===== src/rtl/ksc_pkg.sv =====
`default_nettype none

package ksc_pkg;

  localparam int NAME_COUNT   = 30;
  localparam int MAX_NAME_LEN = 9;
  localparam int NAME_LEN_W   = $clog2(MAX_NAME_LEN + 1);
  localparam int NAME_BITS    = 8 * MAX_NAME_LEN;
  localparam int NAME_IDX_W   = $clog2(NAME_COUNT);
  localparam int UNIT_W       = 16;
  localparam int POS_W        = 16;

  localparam logic [POS_W-1:0] POSITION_LIMIT = POS_W'(65535);

  localparam logic [UNIT_W-1:0] UNIT_LT    = 16'h003C;
  localparam logic [UNIT_W-1:0] UNIT_GT    = 16'h003E;
  localparam logic [UNIT_W-1:0] UNIT_CR    = 16'h000D;
  localparam logic [UNIT_W-1:0] UNIT_LF    = 16'h000A;
  localparam logic [UNIT_W-1:0] ASCII_MAX  = 16'h007F;
  localparam logic [UNIT_W-1:0] UPPER_A    = 16'h0041;
  localparam logic [UNIT_W-1:0] UPPER_Z    = 16'h005A;
  localparam logic [UNIT_W-1:0] HIGH_FIRST = 16'hD800;
  localparam logic [UNIT_W-1:0] HIGH_LAST  = 16'hDBFF;
  localparam logic [UNIT_W-1:0] LOW_FIRST  = 16'hDC00;
  localparam logic [UNIT_W-1:0] LOW_LAST   = 16'hDFFF;

  typedef struct packed {
    logic [UNIT_W-1:0] code_unit;
    logic              final_unit;
  } item_t;

  typedef struct packed {
    logic              valid_res;
    logic [POS_W-1:0]  error_offset;
  } result_t;

  typedef struct packed {
    logic [NAME_BITS-1:0]  chars;  // first character in the top byte, zero padded
    logic [NAME_LEN_W-1:0] len;
  } key_name_t;

  function automatic key_name_t key_name(input logic [NAME_IDX_W-1:0] k);
    key_name_t             r;
    logic [NAME_BITS-1:0]  s;
    logic [NAME_LEN_W-1:0] n;
    s = '0;
    n = '0;
    unique case (k)
      5'd0:  begin s = NAME_BITS'("delay");     n = 4'd5; end
      5'd1:  begin s = NAME_BITS'("enter");     n = 4'd5; end
      5'd2:  begin s = NAME_BITS'("return");    n = 4'd6; end
      5'd3:  begin s = NAME_BITS'("tab");       n = 4'd3; end
      5'd4:  begin s = NAME_BITS'("esc");       n = 4'd3; end
      5'd5:  begin s = NAME_BITS'("escape");    n = 4'd6; end
      5'd6:  begin s = NAME_BITS'("backspace"); n = 4'd9; end
      5'd7:  begin s = NAME_BITS'("space");     n = 4'd5; end
      5'd8:  begin s = NAME_BITS'("delete");    n = 4'd6; end
      5'd9:  begin s = NAME_BITS'("insert");    n = 4'd6; end
      5'd10: begin s = NAME_BITS'("home");      n = 4'd4; end
      5'd11: begin s = NAME_BITS'("end");       n = 4'd3; end
      5'd12: begin s = NAME_BITS'("pageup");    n = 4'd6; end
      5'd13: begin s = NAME_BITS'("pagedown");  n = 4'd8; end
      5'd14: begin s = NAME_BITS'("up");        n = 4'd2; end
      5'd15: begin s = NAME_BITS'("down");      n = 4'd4; end
      5'd16: begin s = NAME_BITS'("left");      n = 4'd4; end
      5'd17: begin s = NAME_BITS'("right");     n = 4'd5; end
      5'd18: begin s = NAME_BITS'("f1");        n = 4'd2; end
      5'd19: begin s = NAME_BITS'("f2");        n = 4'd2; end
      5'd20: begin s = NAME_BITS'("f3");        n = 4'd2; end
      5'd21: begin s = NAME_BITS'("f4");        n = 4'd2; end
      5'd22: begin s = NAME_BITS'("f5");        n = 4'd2; end
      5'd23: begin s = NAME_BITS'("f6");        n = 4'd2; end
      5'd24: begin s = NAME_BITS'("f7");        n = 4'd2; end
      5'd25: begin s = NAME_BITS'("f8");        n = 4'd2; end
      5'd26: begin s = NAME_BITS'("f9");        n = 4'd2; end
      5'd27: begin s = NAME_BITS'("f10");       n = 4'd3; end
      5'd28: begin s = NAME_BITS'("f11");       n = 4'd3; end
      5'd29: begin s = NAME_BITS'("f12");       n = 4'd3; end
      default: begin s = '0; n = '1; end
    endcase
    // literals come right-justified; move the first character to the top byte
    r.chars = s << (8 * (MAX_NAME_LEN - int'(n)));
    r.len   = n;
    return r;
  endfunction

endpackage

`default_nettype wire


===== src/rtl/ksc_parser.sv =====
`default_nettype none

module ksc_parser (
  input  wire logic           clk,
  input  wire logic           rst,
  input  wire logic           step,
  input  wire ksc_pkg::item_t item,
  output logic                res_load,
  output ksc_pkg::result_t    res
);

  typedef enum logic [4:0] {
    MODE_START      = 5'b00001,
    MODE_AFTER_LT   = 5'b00010,
    MODE_IN_NAME    = 5'b00100,
    MODE_AFTER_CR   = 5'b01000,
    MODE_AFTER_HIGH = 5'b10000
  } mode_t;

  mode_t                              mode, mode_next;
  logic [ksc_pkg::POS_W-1:0]          position, position_next;
  logic [ksc_pkg::POS_W-1:0]          token_start, token_start_next;
  logic [ksc_pkg::NAME_LEN_W-1:0]     name_length, name_length_next;
  logic [ksc_pkg::NAME_COUNT-1:0]     cand, cand_next;
  logic                               failed, failed_next;

  logic [ksc_pkg::UNIT_W-1:0]         u;
  logic                               is_high, is_low;
  logic [ksc_pkg::NAME_LEN_W-1:0]     len_sel;
  logic [ksc_pkg::NAME_COUNT-1:0]     cand_sel, len_hit, char_hit;
  logic [7:0]                         lower;
  logic                               end_fail;

  assign u       = item.code_unit;
  assign is_high = (u >= ksc_pkg::HIGH_FIRST) && (u <= ksc_pkg::HIGH_LAST);
  assign is_low  = (u >= ksc_pkg::LOW_FIRST) && (u <= ksc_pkg::LOW_LAST);

  // a fresh name starts right after '<' with every key still a candidate
  assign len_sel  = (mode == MODE_AFTER_LT) ? '0 : name_length;
  assign cand_sel = (mode == MODE_AFTER_LT) ? '1 : cand;

  always_comb begin
    if ((u >= ksc_pkg::UPPER_A) && (u <= ksc_pkg::UPPER_Z)) begin
      lower = u[7:0] + 8'h20;
    end else begin
      lower = u[7:0];
    end
  end

  always_comb begin
    ksc_pkg::key_name_t kn;
    for (int k = 0; k < ksc_pkg::NAME_COUNT; k++) begin
      kn          = ksc_pkg::key_name(ksc_pkg::NAME_IDX_W'(k));
      len_hit[k]  = (kn.len == len_sel);
      char_hit[k] = 1'b0;
      if (len_sel < ksc_pkg::NAME_LEN_W'(ksc_pkg::MAX_NAME_LEN)) begin
        char_hit[k] = (kn.chars[ksc_pkg::NAME_BITS - 1 - 8 * int'(len_sel) -: 8] == lower);
      end
    end
  end

  always_comb begin
    mode_next        = mode;
    position_next    = position;
    token_start_next = token_start;
    name_length_next = name_length;
    cand_next        = cand;
    failed_next      = failed;

    if (!failed) begin
      priority if ((mode == MODE_AFTER_LT) && (u == ksc_pkg::UNIT_LT)) begin
        mode_next = MODE_START;
      end else if ((mode == MODE_AFTER_LT) || (mode == MODE_IN_NAME)) begin
        if (u == ksc_pkg::UNIT_GT) begin
          if (|(cand_sel & len_hit)) mode_next = MODE_START;
          else failed_next = 1'b1;
        end else if ((u > ksc_pkg::ASCII_MAX) ||
                     (len_sel >= ksc_pkg::NAME_LEN_W'(ksc_pkg::MAX_NAME_LEN))) begin
          failed_next = 1'b1;
        end else begin
          cand_next        = cand_sel & char_hit;
          name_length_next = len_sel + 1'b1;
          mode_next        = MODE_IN_NAME;
        end
      end else if ((mode == MODE_AFTER_HIGH)) begin
        if (is_low) mode_next = MODE_START;
        else failed_next = 1'b1;
      end else if ((mode == MODE_AFTER_CR) && (u == ksc_pkg::UNIT_LF)) begin
        mode_next = MODE_START;
      end else begin
        // new token
        token_start_next = position;
        priority if (u == ksc_pkg::UNIT_LT) mode_next = MODE_AFTER_LT;
        else if (u == ksc_pkg::UNIT_CR) mode_next = MODE_AFTER_CR;
        else if (is_high) mode_next = MODE_AFTER_HIGH;
        else if (is_low) failed_next = 1'b1;
        else mode_next = MODE_START;
      end
      if (position != ksc_pkg::POSITION_LIMIT) begin
        position_next = position + 1'b1;
      end
    end
  end

  assign end_fail = failed_next || (mode_next == MODE_AFTER_LT) ||
                    (mode_next == MODE_IN_NAME) || (mode_next == MODE_AFTER_HIGH);

  assign res_load           = step && item.final_unit;
  assign res.valid_res      = !end_fail;
  assign res.error_offset   = end_fail ? token_start_next : '0;

  always_ff @(posedge clk) begin
    if (rst || res_load) begin
      mode        <= MODE_START;
      position    <= '0;
      token_start <= '0;
      name_length <= '0;
      failed      <= 1'b0;
    end else if (step) begin
      mode        <= mode_next;
      position    <= position_next;
      token_start <= token_start_next;
      name_length <= name_length_next;
      failed      <= failed_next;
    end
  end

  always_ff @(posedge clk) begin
    if (step) begin
      cand <= cand_next;
    end
  end

endmodule

`default_nettype wire


===== config.mk =====
export PLATFORM = sky130hd
export DESIGN_NAME = ksc_parser
export DESIGN_NICKNAME = d
export VERILOG_FILES = /design/src/rtl/ksc_pkg.sv /design/src/rtl/ksc_parser.sv
export SDC_FILE = /design/constraint.sdc
export NUM_CORES = 1
export LEC_CHECK = 0
export BUFFER_PORTS_ARGS = -buffer_cell sky130_fd_sc_hd__buf_2
export CAP_MARGIN = 0
export CORE_AREA = 2 2 107 109
export DETAILED_ROUTE_END_ITERATION = 12
export DIE_AREA = 0 0 109 111
export GPL_TIMING_DRIVEN = 0
export HOLD_SLACK_MARGIN = 0.15
export PLACE_DENSITY = 0.7
export SETUP_SLACK_MARGIN = 0.4
export SYNTH_ARGS = -nofsm -noshare
export SYNTH_HDL_FRONTEND = slang
export SYNTH_SLANG_ARGS = --single-unit

===== constraint.sdc =====
create_clock -name clk -period 17.31 [get_ports clk]
set_input_delay 4.3275 -clock clk [delete_from_list [all_inputs] [get_ports clk]]
set_output_delay 4.3275 -clock clk [all_outputs]
set_load 0.03 [all_outputs]

-- Yosys cells after proc, flatten, opt, wreduce, memory -nomap -nowiden
Cells that the tools add are included.
- flip-flop bits (word level): 72
- input port bits: 20
- output and inout port bits: 18
- logic and storage cells: 185
- $add $sub $neg: 4
- $lt $le $gt $ge: 9
- equal/unequal tests: 49
- shifts and indexed selects: 30
- mux-type cells: 65
- bitwise logic cells: 6
- reductions and logical operators: 16
- operators by type and width (operator ; number):
    79-bit by 8-bit variable part select with 8-bit output (first input constant) ; 30
    8-bit == test ; 30
    16-bit 2-to-1 mux ; 6
    5-bit 2-to-1 mux ; 13
    30-bit bitwise AND ; 2
    1-bit 2-to-1 mux ; 43
    16-bit by 4-bit == test with 1-bit output (second input constant) ; 2
    16-bit by 6-bit == test with 1-bit output (second input constant) ; 2
    16-bit greater-or-equal comparator (second input constant) ; 2
    16-bit less-or-equal comparator (second input constant) ; 2
    30-bit 2-to-1 mux ; 1
    30-bit OR reduction ; 1
    16-bit by 1-bit adder with 16-bit output (second input constant) ; 1
    16-bit by 7-bit greater-or-equal comparator with 1-bit output (second input constant) ; 1
    16-bit by 7-bit > comparator with 1-bit output (second input constant) ; 1
    16-bit by 7-bit less-or-equal comparator with 1-bit output (second input constant) ; 1
    16-bit inequality test (second input constant) ; 1
    3-bit by 4-bit == test with 1-bit output (first input constant) ; 3
    5-bit by 2-bit == test with 1-bit output (second input constant) ; 2
    5-bit by 3-bit == test with 1-bit output (second input constant) ; 2
    5-bit == test (second input constant) ; 2
    8-bit by 6-bit adder with 8-bit output (second input constant) ; 1
    2-bit by 4-bit == test with 1-bit output (first input constant) ; 2
    4-bit == test (first input constant) ; 2
    13 further kinds ; 26

-- Longest topological paths before layout
Gate-level depths: netlist (run 1).
- word-level depth: 16
- mapped depth: 10
- depth with buffers taken out: 9

-- Worst setup path after synthesis (run 1)
No wires, ideal clock.
- path kind: input to output
- start point: input port item[16] (netlist name)
- end point: output port res[0] (netlist name)
- arrival time: 6.951 ns
- required time: 12.982 ns
- path slack: 6.031 ns
- cell stages on the path: 9
- buffers on the path: 2
- path through: or4_1 > or3_1 > buf_6 > o211a_4 > a221oi_4 > and3_2 > o21bai_2 > buf_2 > a21oi_1
- RTL lines (item ; RTL line ; RTL):
    start, declared ; ksc_parser.sv:7 ; input wire ksc_pkg::item_t item,
    end, declared ; ksc_parser.sv:9 ; output ksc_pkg::result_t res

==> flow_metrics.env, run 1 <==
export IMPL_grt_setup_unrepaired="false"
export IMPL_post_cts_buffers=0
export IMPL_clock_latency_ps=340
export IMPL_tightest_slew_ps=1170
export IMPL_regArea_mm2=0.00174
export IMPL_crit_family="compound AO/OA/AOI/OAI gates"
export IMPL_antennaDiodeCount=0
export IMPL_fmax_mhz=85.3
export IMPL_yosys_top_cells_count="a21oi_1 (79), nor2_1 (79), nand2_1 (63)"
export IMPL_num_vias=5973
export IMPL_drive_above_1_share=0.106
export IMPL_synth_area_per_cell_um2=7.73
export IMPL_final_hold_viol_count=0
export IMPL_crit_path_max_fanout=10
export IMPL_yosys_warnings=0
export IMPL_synthCells=729
export IMPL_die_area_mm2=0.0121
export IMPL_finalSetupTns_ps=0
export IMPL_finalClockSkew_ps=10.2
export IMPL_synth_cell_types=71
export IMPL_setup_viol=0
export IMPL_start_util=0.509
export IMPL_slew_violations=0
export IMPL_clockRootBuffer="clkbuf_16"
export IMPL_core_mm2=0.0111
export IMPL_fin_crit_sh=0.678
export IMPL_grt_max_degree=14
export IMPL_p_per_area_mw_per_mm2=65.7
export IMPL_p_leak_nw=2.28
export IMPL_track_usage=0.322
export IMPL_ys_flop_type="dfxtp_1"
export IMPL_min_path_type="reg2reg"
export IMPL_chipHeight_um=111
export IMPL_cts_sinks=72
export IMPL_htreeDepth=3
export IMPL_cts_buffer_depth=2
export IMPL_whs_ps=455
export IMPL_cpMaxStageDelayCell="nor4bb_1"
export IMPL_dr_pass1_iters=5
export IMPL_crit_arrival_ps=7400
export IMPL_synth_fp_nets=752
export IMPL_drc=0
export IMPL_crit_type="in2out"
export IMPL_ir_drop_mv=0.0471
export IMPL_gp_congestion=1.05
export IMPL_clk_pin_slew_ps=60
export IMPL_cp_data_required_time_ps=12980
export IMPL_cp_buffers_inverters=3
export IMPL_relSlewSlack=0.220
export IMPL_synth_top_cell_by_area="edfxtp_1"
export IMPL_hpwl_um=14000
export IMPL_multi_input_area_mm2=0.00363
export IMPL_cap_violations=0
export IMPL_hold_buffers=0
export IMPL_ys_ff_latch=72
export IMPL_yosysTopAreaCellShare=0.160
export IMPL_fillCellCount=1035
export IMPL_fin_ws_ps=5580
export IMPL_grt_pass1_wl_um=30200
export IMPL_synth_area_mm2=0.00563
export IMPL_cts_tree="done"
export IMPL_synth_edf_count=30
export IMPL_fin_cells=926
export IMPL_ys_async_sr_fraction=0
export IMPL_numCtsBuffers=9
export IMPL_via_per_inst=6.45
export IMPL_synth_seq_area_share=0.309
export IMPL_fin_nets=801
export IMPL_cts_resized=0
export IMPL_cp_cell_sequence="clkbuf_1 > nor4bb_1 > nand4b_1 > o211a_4 > a221oi_4 > a21oi_1 > o21bai_2 > buf_2 > a21oi_1 > buf_2"
export IMPL_status="complete, no violations"
export IMPL_ant_nets=0
export IMPL_io_buffers=34
export IMPL_drt_iter0_drc=738
export IMPL_slowest_delay_ps=450
export IMPL_fp_dieW_um=109
export IMPL_gr_total_overflow=0
export IMPL_antenna_found_initial=0
export IMPL_grt_pass1_vias=5646
export IMPL_pre_cts_slack_ps=5660
export IMPL_wl_um=19100
export IMPL_cp_end_kind="output port"
export IMPL_rows=39
export IMPL_dp_cells=910
export IMPL_synth_area_leaders="edfxtp_1 (16%), dfxtp_1 (15%), a21oi_1 (7.0%)"
export IMPL_syn_to_final_growth_pct=12.4
export IMPL_drt_wirelength_per_cell_um=20.6
export IMPL_start_kind="input pin"
export IMPL_fin_crit_ps=11730
export IMPL_pin_count=38
export IMPL_power_total_w=0.000416
-- worst reg2reg max path: stages (launching register included) --
cell	delay, ps
dfxtp_1	300
clkbuf_1	180
nor2b_1	230
nand2_1	390
clkbuf_1	440
clkbuf_1	570
nor3_1	140
nor4_2	600
buf_4	300
buf_4	200
-- registers in the layout, summed over array words and instances (netlist names) --
signal       cells
cand            30
failed           1
mode             5
name_length      4
position        16
token_start     16
-- cell families (layout without fill, tap and decap cells) --
group / after synthesis / count (layout) / synth area share
AOI/OAI and AO/OA: 201 / 201 / 0.231
and+or+nand+nor: 310 / 310 / 0.280
adders and majority gates: 3 / 3 / 0.00666
DFF: 72 / 72 / 0.309
xor gates and xnor gates: 55 / 55 / 0.0855
muxes: 22 / 22 / 0.0398
buffers and inverters: 66 / 120 / 0.0475
-- cells in the final DEF (no fill, tap or decap), drive strengths merged, types with 4 or more instances in the layout --
cell type | synthesis | routed
a2111oi | 5 | 5
a211oi | 5 | 5
a21oi | 79 | 79
a31oi | 11 | 11
a32oi | 5 | 5
and2 | 6 | 6
and3 | 9 | 9
and4 | 5 | 5
buf | 11 | 49
clkbuf | 43 | 54
dfxtp | 42 | 42
edfxtp | 30 | 30
inv | 12 | 14
mux2i | 19 | 19
nand2 | 64 | 64
nand2b | 8 | 8
nand3 | 34 | 34
nand4 | 11 | 11
nor2 | 80 | 80
nor2b | 9 | 9
nor3 | 30 | 30
nor4 | 18 | 18
nor4b | 6 | 6
o211a | 6 | 6
o211ai | 12 | 12
o21ai | 42 | 42
o21bai | 4 | 4
o22ai | 5 | 5
or2 | 4 | 4
or3 | 10 | 10
or4 | 4 | 4
xnor2 | 22 | 22
xor2 | 33 | 33
-- path summary, 6_finish.rpt --
path / start / endpoint / slack (ps) / cells after the start
worst max-delay path: item[3] / res[13] / 5580 / 10
worst max register to register: mode[1] / cand[7] / 13680 / 9
worst min register to register: token_start[1] / token_start[1] / 450 / 2
worst min-delay path: token_start[1] / token_start[1] / 450 / 2
-- final cells by class --
type                            instances  area share
Clock inverter                          5     0.00948
Clock buffer                           11      0.0401
Buffer                                 54      0.0352
Timing Repair Buffer                   38      0.0316
Sequential cell                        72       0.275
Inverter                               12     0.00711
Tap cell                              143      0.0282
Multi-Input combinational cell        591       0.573
-- metal layers --
| layer | vias up | wire [um] | global-route usage |
|---|---|---|---|
| met5 | - | 0 | 0 |
| met4 | 0 | 683 | 0.122 |
| met3 | 70 | 2000 | 0.0617 |
| met2 | 334 | 8600 | 0.504 |
| met1 | 2777 | 7800 | 0.435 |
| li1 | 2792 | - | - |
-- report_power, final --
part	internal [W]	switching (W)	total, W
logic	0.0000118	0.0000275	0.0000394
registers	0.000176	0.000000533	0.000176
clock network	0.000121	0.0000793	0.000201
-- per-stage QoR --
stage               utilization  area, um^2
floorplan                     -        5630
global placement          0.540        5980
detailed placement        0.543        6020
CTS                       0.572        6330
global route              0.572        6330
finish                    0.572        6330
Power figures use the tool's default switching activity.
==> inputs of run 2 (changes only) <==
- ABC_AREA: unset -> 1
- CORE_AREA: 2 2 107 109 -> 2 2 106 108
- DIE_AREA: 0 0 109 111 -> 0 0 108 110
- clock period: 17.31 -> 12.1 ns (I/O delays scaled with it)
==> flow_metrics.env, run 2 <==
export IMPL_htreeDepth=3
export IMPL_num_vias=5790
export IMPL_finalClockSkew_ps=8.95
export IMPL_start_kind="input pin"
export IMPL_cpMostUsedCell="nand2_1"
export IMPL_largest_register_ffs=30
export IMPL_cp_cell_sequence="buf_2 > inv_1 > clkbuf_1 > nor3_1 > nand3_1 > nand2_1 > a211oi_1 > nor2_1 > a21oi_1 > nor2_1 > nand2_1 > nand2_1 > nor2_4 > buf_6 > nor2_2 > buf_2"
export IMPL_cp_data_required_time_ps=9070
export IMPL_grt_use_met1=0.371
export IMPL_synth_cell_types=47
export IMPL_ys_flop_type="dfxtp_1"
export IMPL_cts_buffer_depth=2
export IMPL_clockRootBuffer="clkbuf_8"
export IMPL_die_area_mm2=0.0119
export IMPL_pin_count=38
export IMPL_fin_crit_ps=8480
export IMPL_synth_top_cell_by_area="edfxtp_1"
export IMPL_p_leak_nw=2.71
export IMPL_crit_type="in2out"
export IMPL_io_buffers=36
export IMPL_yosysTopAreaCellShare=0.162
export IMPL_grt_pass1_vias=5536
export IMPL_status="complete, no violations"
export IMPL_wl_um=16800
export IMPL_gr_total_overflow=0
export IMPL_yosys_warnings=0
export IMPL_ant_nets=0
export IMPL_fillCellCount=1075
export IMPL_fmax_mhz=118
export IMPL_power_total_w=0.000508
export IMPL_cts_resized=0
export IMPL_antenna_found_initial=0
export IMPL_chipHeight_um=110
export IMPL_crit_arrival_ps=5450
export IMPL_setup_viol=0
export IMPL_yosys_top_cells_count="nand2_1 (158), inv_1 (110), nor2_1 (106)"
export IMPL_synth_fp_nets=845
export IMPL_mostFrequentLayoutCell="nand2_1"
export IMPL_drt_wirelength_per_cell_um=16.6
export IMPL_via_per_inst=5.70
export IMPL_synth_area_per_cell_um2=6.76
export IMPL_slew_violations=0
export IMPL_p_per_area_mw_per_mm2=82.8
export IMPL_final_hold_viol_count=0
export IMPL_min_path_type="reg2reg"
export IMPL_met2_usage=0.494
export IMPL_antennaDiodeCount=0
export IMPL_synth_most_common_cell="nand2_1"
export IMPL_cap_violations=0
export IMPL_core_mm2=0.0107
export IMPL_top_usage_layer="met2"
export IMPL_cts_tree="done"
export IMPL_grt_setup_unrepaired="false"
export IMPL_synth_seq_area_share=0.314
export IMPL_numCtsBuffers=9
export IMPL_cp_end_kind="output port"
export IMPL_synth_edf_count=30
export IMPL_drt_iter0_drc=448
export IMPL_fin_nets=893
export IMPL_clk_pin_slew_ps=80
export IMPL_relSlewSlack=0.471
export IMPL_met3_usage=0.0394
export IMPL_ir_drop_mv=0.0552
export IMPL_synthCells=822
export IMPL_start_util=0.519
export IMPL_hold_buffers=0
export IMPL_grt_max_degree=29
export IMPL_fin_crit_sh=0.700
export IMPL_gp_congestion=1.00
export IMPL_drive_above_1_share=0.120
export IMPL_cts_sinks=72
export IMPL_tightest_slew_ps=793
export IMPL_fp_dieW_um=108
export IMPL_hpwl_um=12700
export IMPL_drc=0
export IMPL_mostFrequentLayoutCells="nand2_1 (158), inv_1 (110), nor2_1 (105), a21oi_1 (50), nand3_1 (47)"
export IMPL_grt_pass1_wl_um=27200
export IMPL_post_cts_buffers=0
export IMPL_slowest_delay_ps=530
export IMPL_clock_latency_ps=370
export IMPL_dr_pass1_iters=6
export IMPL_syn_to_final_growth_pct=10.5
export IMPL_top_register="cand"
export IMPL_ys_ff_latch=72
export IMPL_rows=38
export IMPL_synth_area_leaders="edfxtp_1 (16%), dfxtp_1 (15%), nand2_1 (11%)"
export IMPL_cpMaxStageDelayCell="clkbuf_1"
export IMPL_track_usage=0.294
export IMPL_synth_area_mm2=0.00555
export IMPL_finalSetupTns_ps=0
export IMPL_ys_async_sr_fraction=0
export IMPL_reg_top3="cand (30), position (16), token_start (16)"
export IMPL_crit_path_max_fanout=10
[run 2: cell types whose count changed in the layout (fill, tap and decap cells not counted), sizes merged, moves of 13 or more]
cell / previous run / this run
a21oi: 79 / 50
clkbuf: 54 / 28
inv: 14 / 117
mux2i: 19 / 4
nand2: 64 / 167
nand3: 34 / 50
nor2: 80 / 126
o211ai: 12 / 25
xnor2: 22 / 1
[run 2: critical path: cells and delay by family]
family,cells,cell delay (ps)
buf+inv,5,1170
simple gates,9,870
compound gates,2,350
[run 2: layout make-up]
| type | instances | area [um^2] | share of cell area |
|---|---|---|---|
| Clock buffer | 11 | 163 | 0.0265 |
| Tap cell | 140 | 175 | 0.0285 |
| Buffer | 27 | 124 | 0.0202 |
| Inverter | 118 | 445 | 0.0726 |
| Clock inverter | 5 | 37.5 | 0.00612 |
| Multi-Input combinational cell | 605 | 3250 | 0.530 |
| Timing Repair Buffer | 37 | 200 | 0.0326 |
| Sequential cell | 72 | 1740 | 0.284 |
[run 2: kinds of logic (layout without fill, tap and decap cells)]
kind of cell             after synthesis  in the layout  share of synthesized area
adder cells (fa/ha/maj)                3              3                    0.00676
AO/OA/AOI/OAI                        154            154                      0.169
XOR/XNOR                              44             44                     0.0694
flip-flops                            72             72                      0.314
multiplexers                           4              4                    0.00721
buffers and inverters                145            198                      0.103
AND/OR/NAND/NOR                      400            400                      0.331
[run 2: metrics by stage]
stage               hold slack [ps]  utilization  cell area (um^2)  setup slack, ps  cells
floorplan                       422            -              5550             4180    822
global placement                440        0.552              5910             3660    998
detailed placement              451        0.555              5940             3690    999
CTS                             462        0.574              6140             3670   1015
global route                    486        0.574              6140             3480   1015
finish                          457        0.574              6140             3620   1015
[run 2: final timing paths]
path                    start          end  slack (ps)  cells past startpoint
setup reg to reg      mode[0]      cand[2]        9220                     11
hold reg to reg   position[3]  position[3]         460                      1
hold / removal    position[3]  position[3]         460                      1
setup / recovery      item[1]      res[13]        3620                     16
[run 2: layer usage]
layer  routed length [um]  up-vias
met3                 1170       49
met4                  571        0
met1                 7180     2697
met5                    0        -
met2                 7930      216
li1                     -     2828
[run 2: power breakdown]
| part | switching, W | total (W) | internal, W |
|---|---|---|---|
| registers | 0.00000230 | 0.000256 | 0.000254 |
| clock network | 0.000104 | 0.000197 | 0.0000936 |
| logic | 0.0000392 | 0.0000551 | 0.0000159 |
| total | 0.000145 | 0.000508 | 0.000363 |
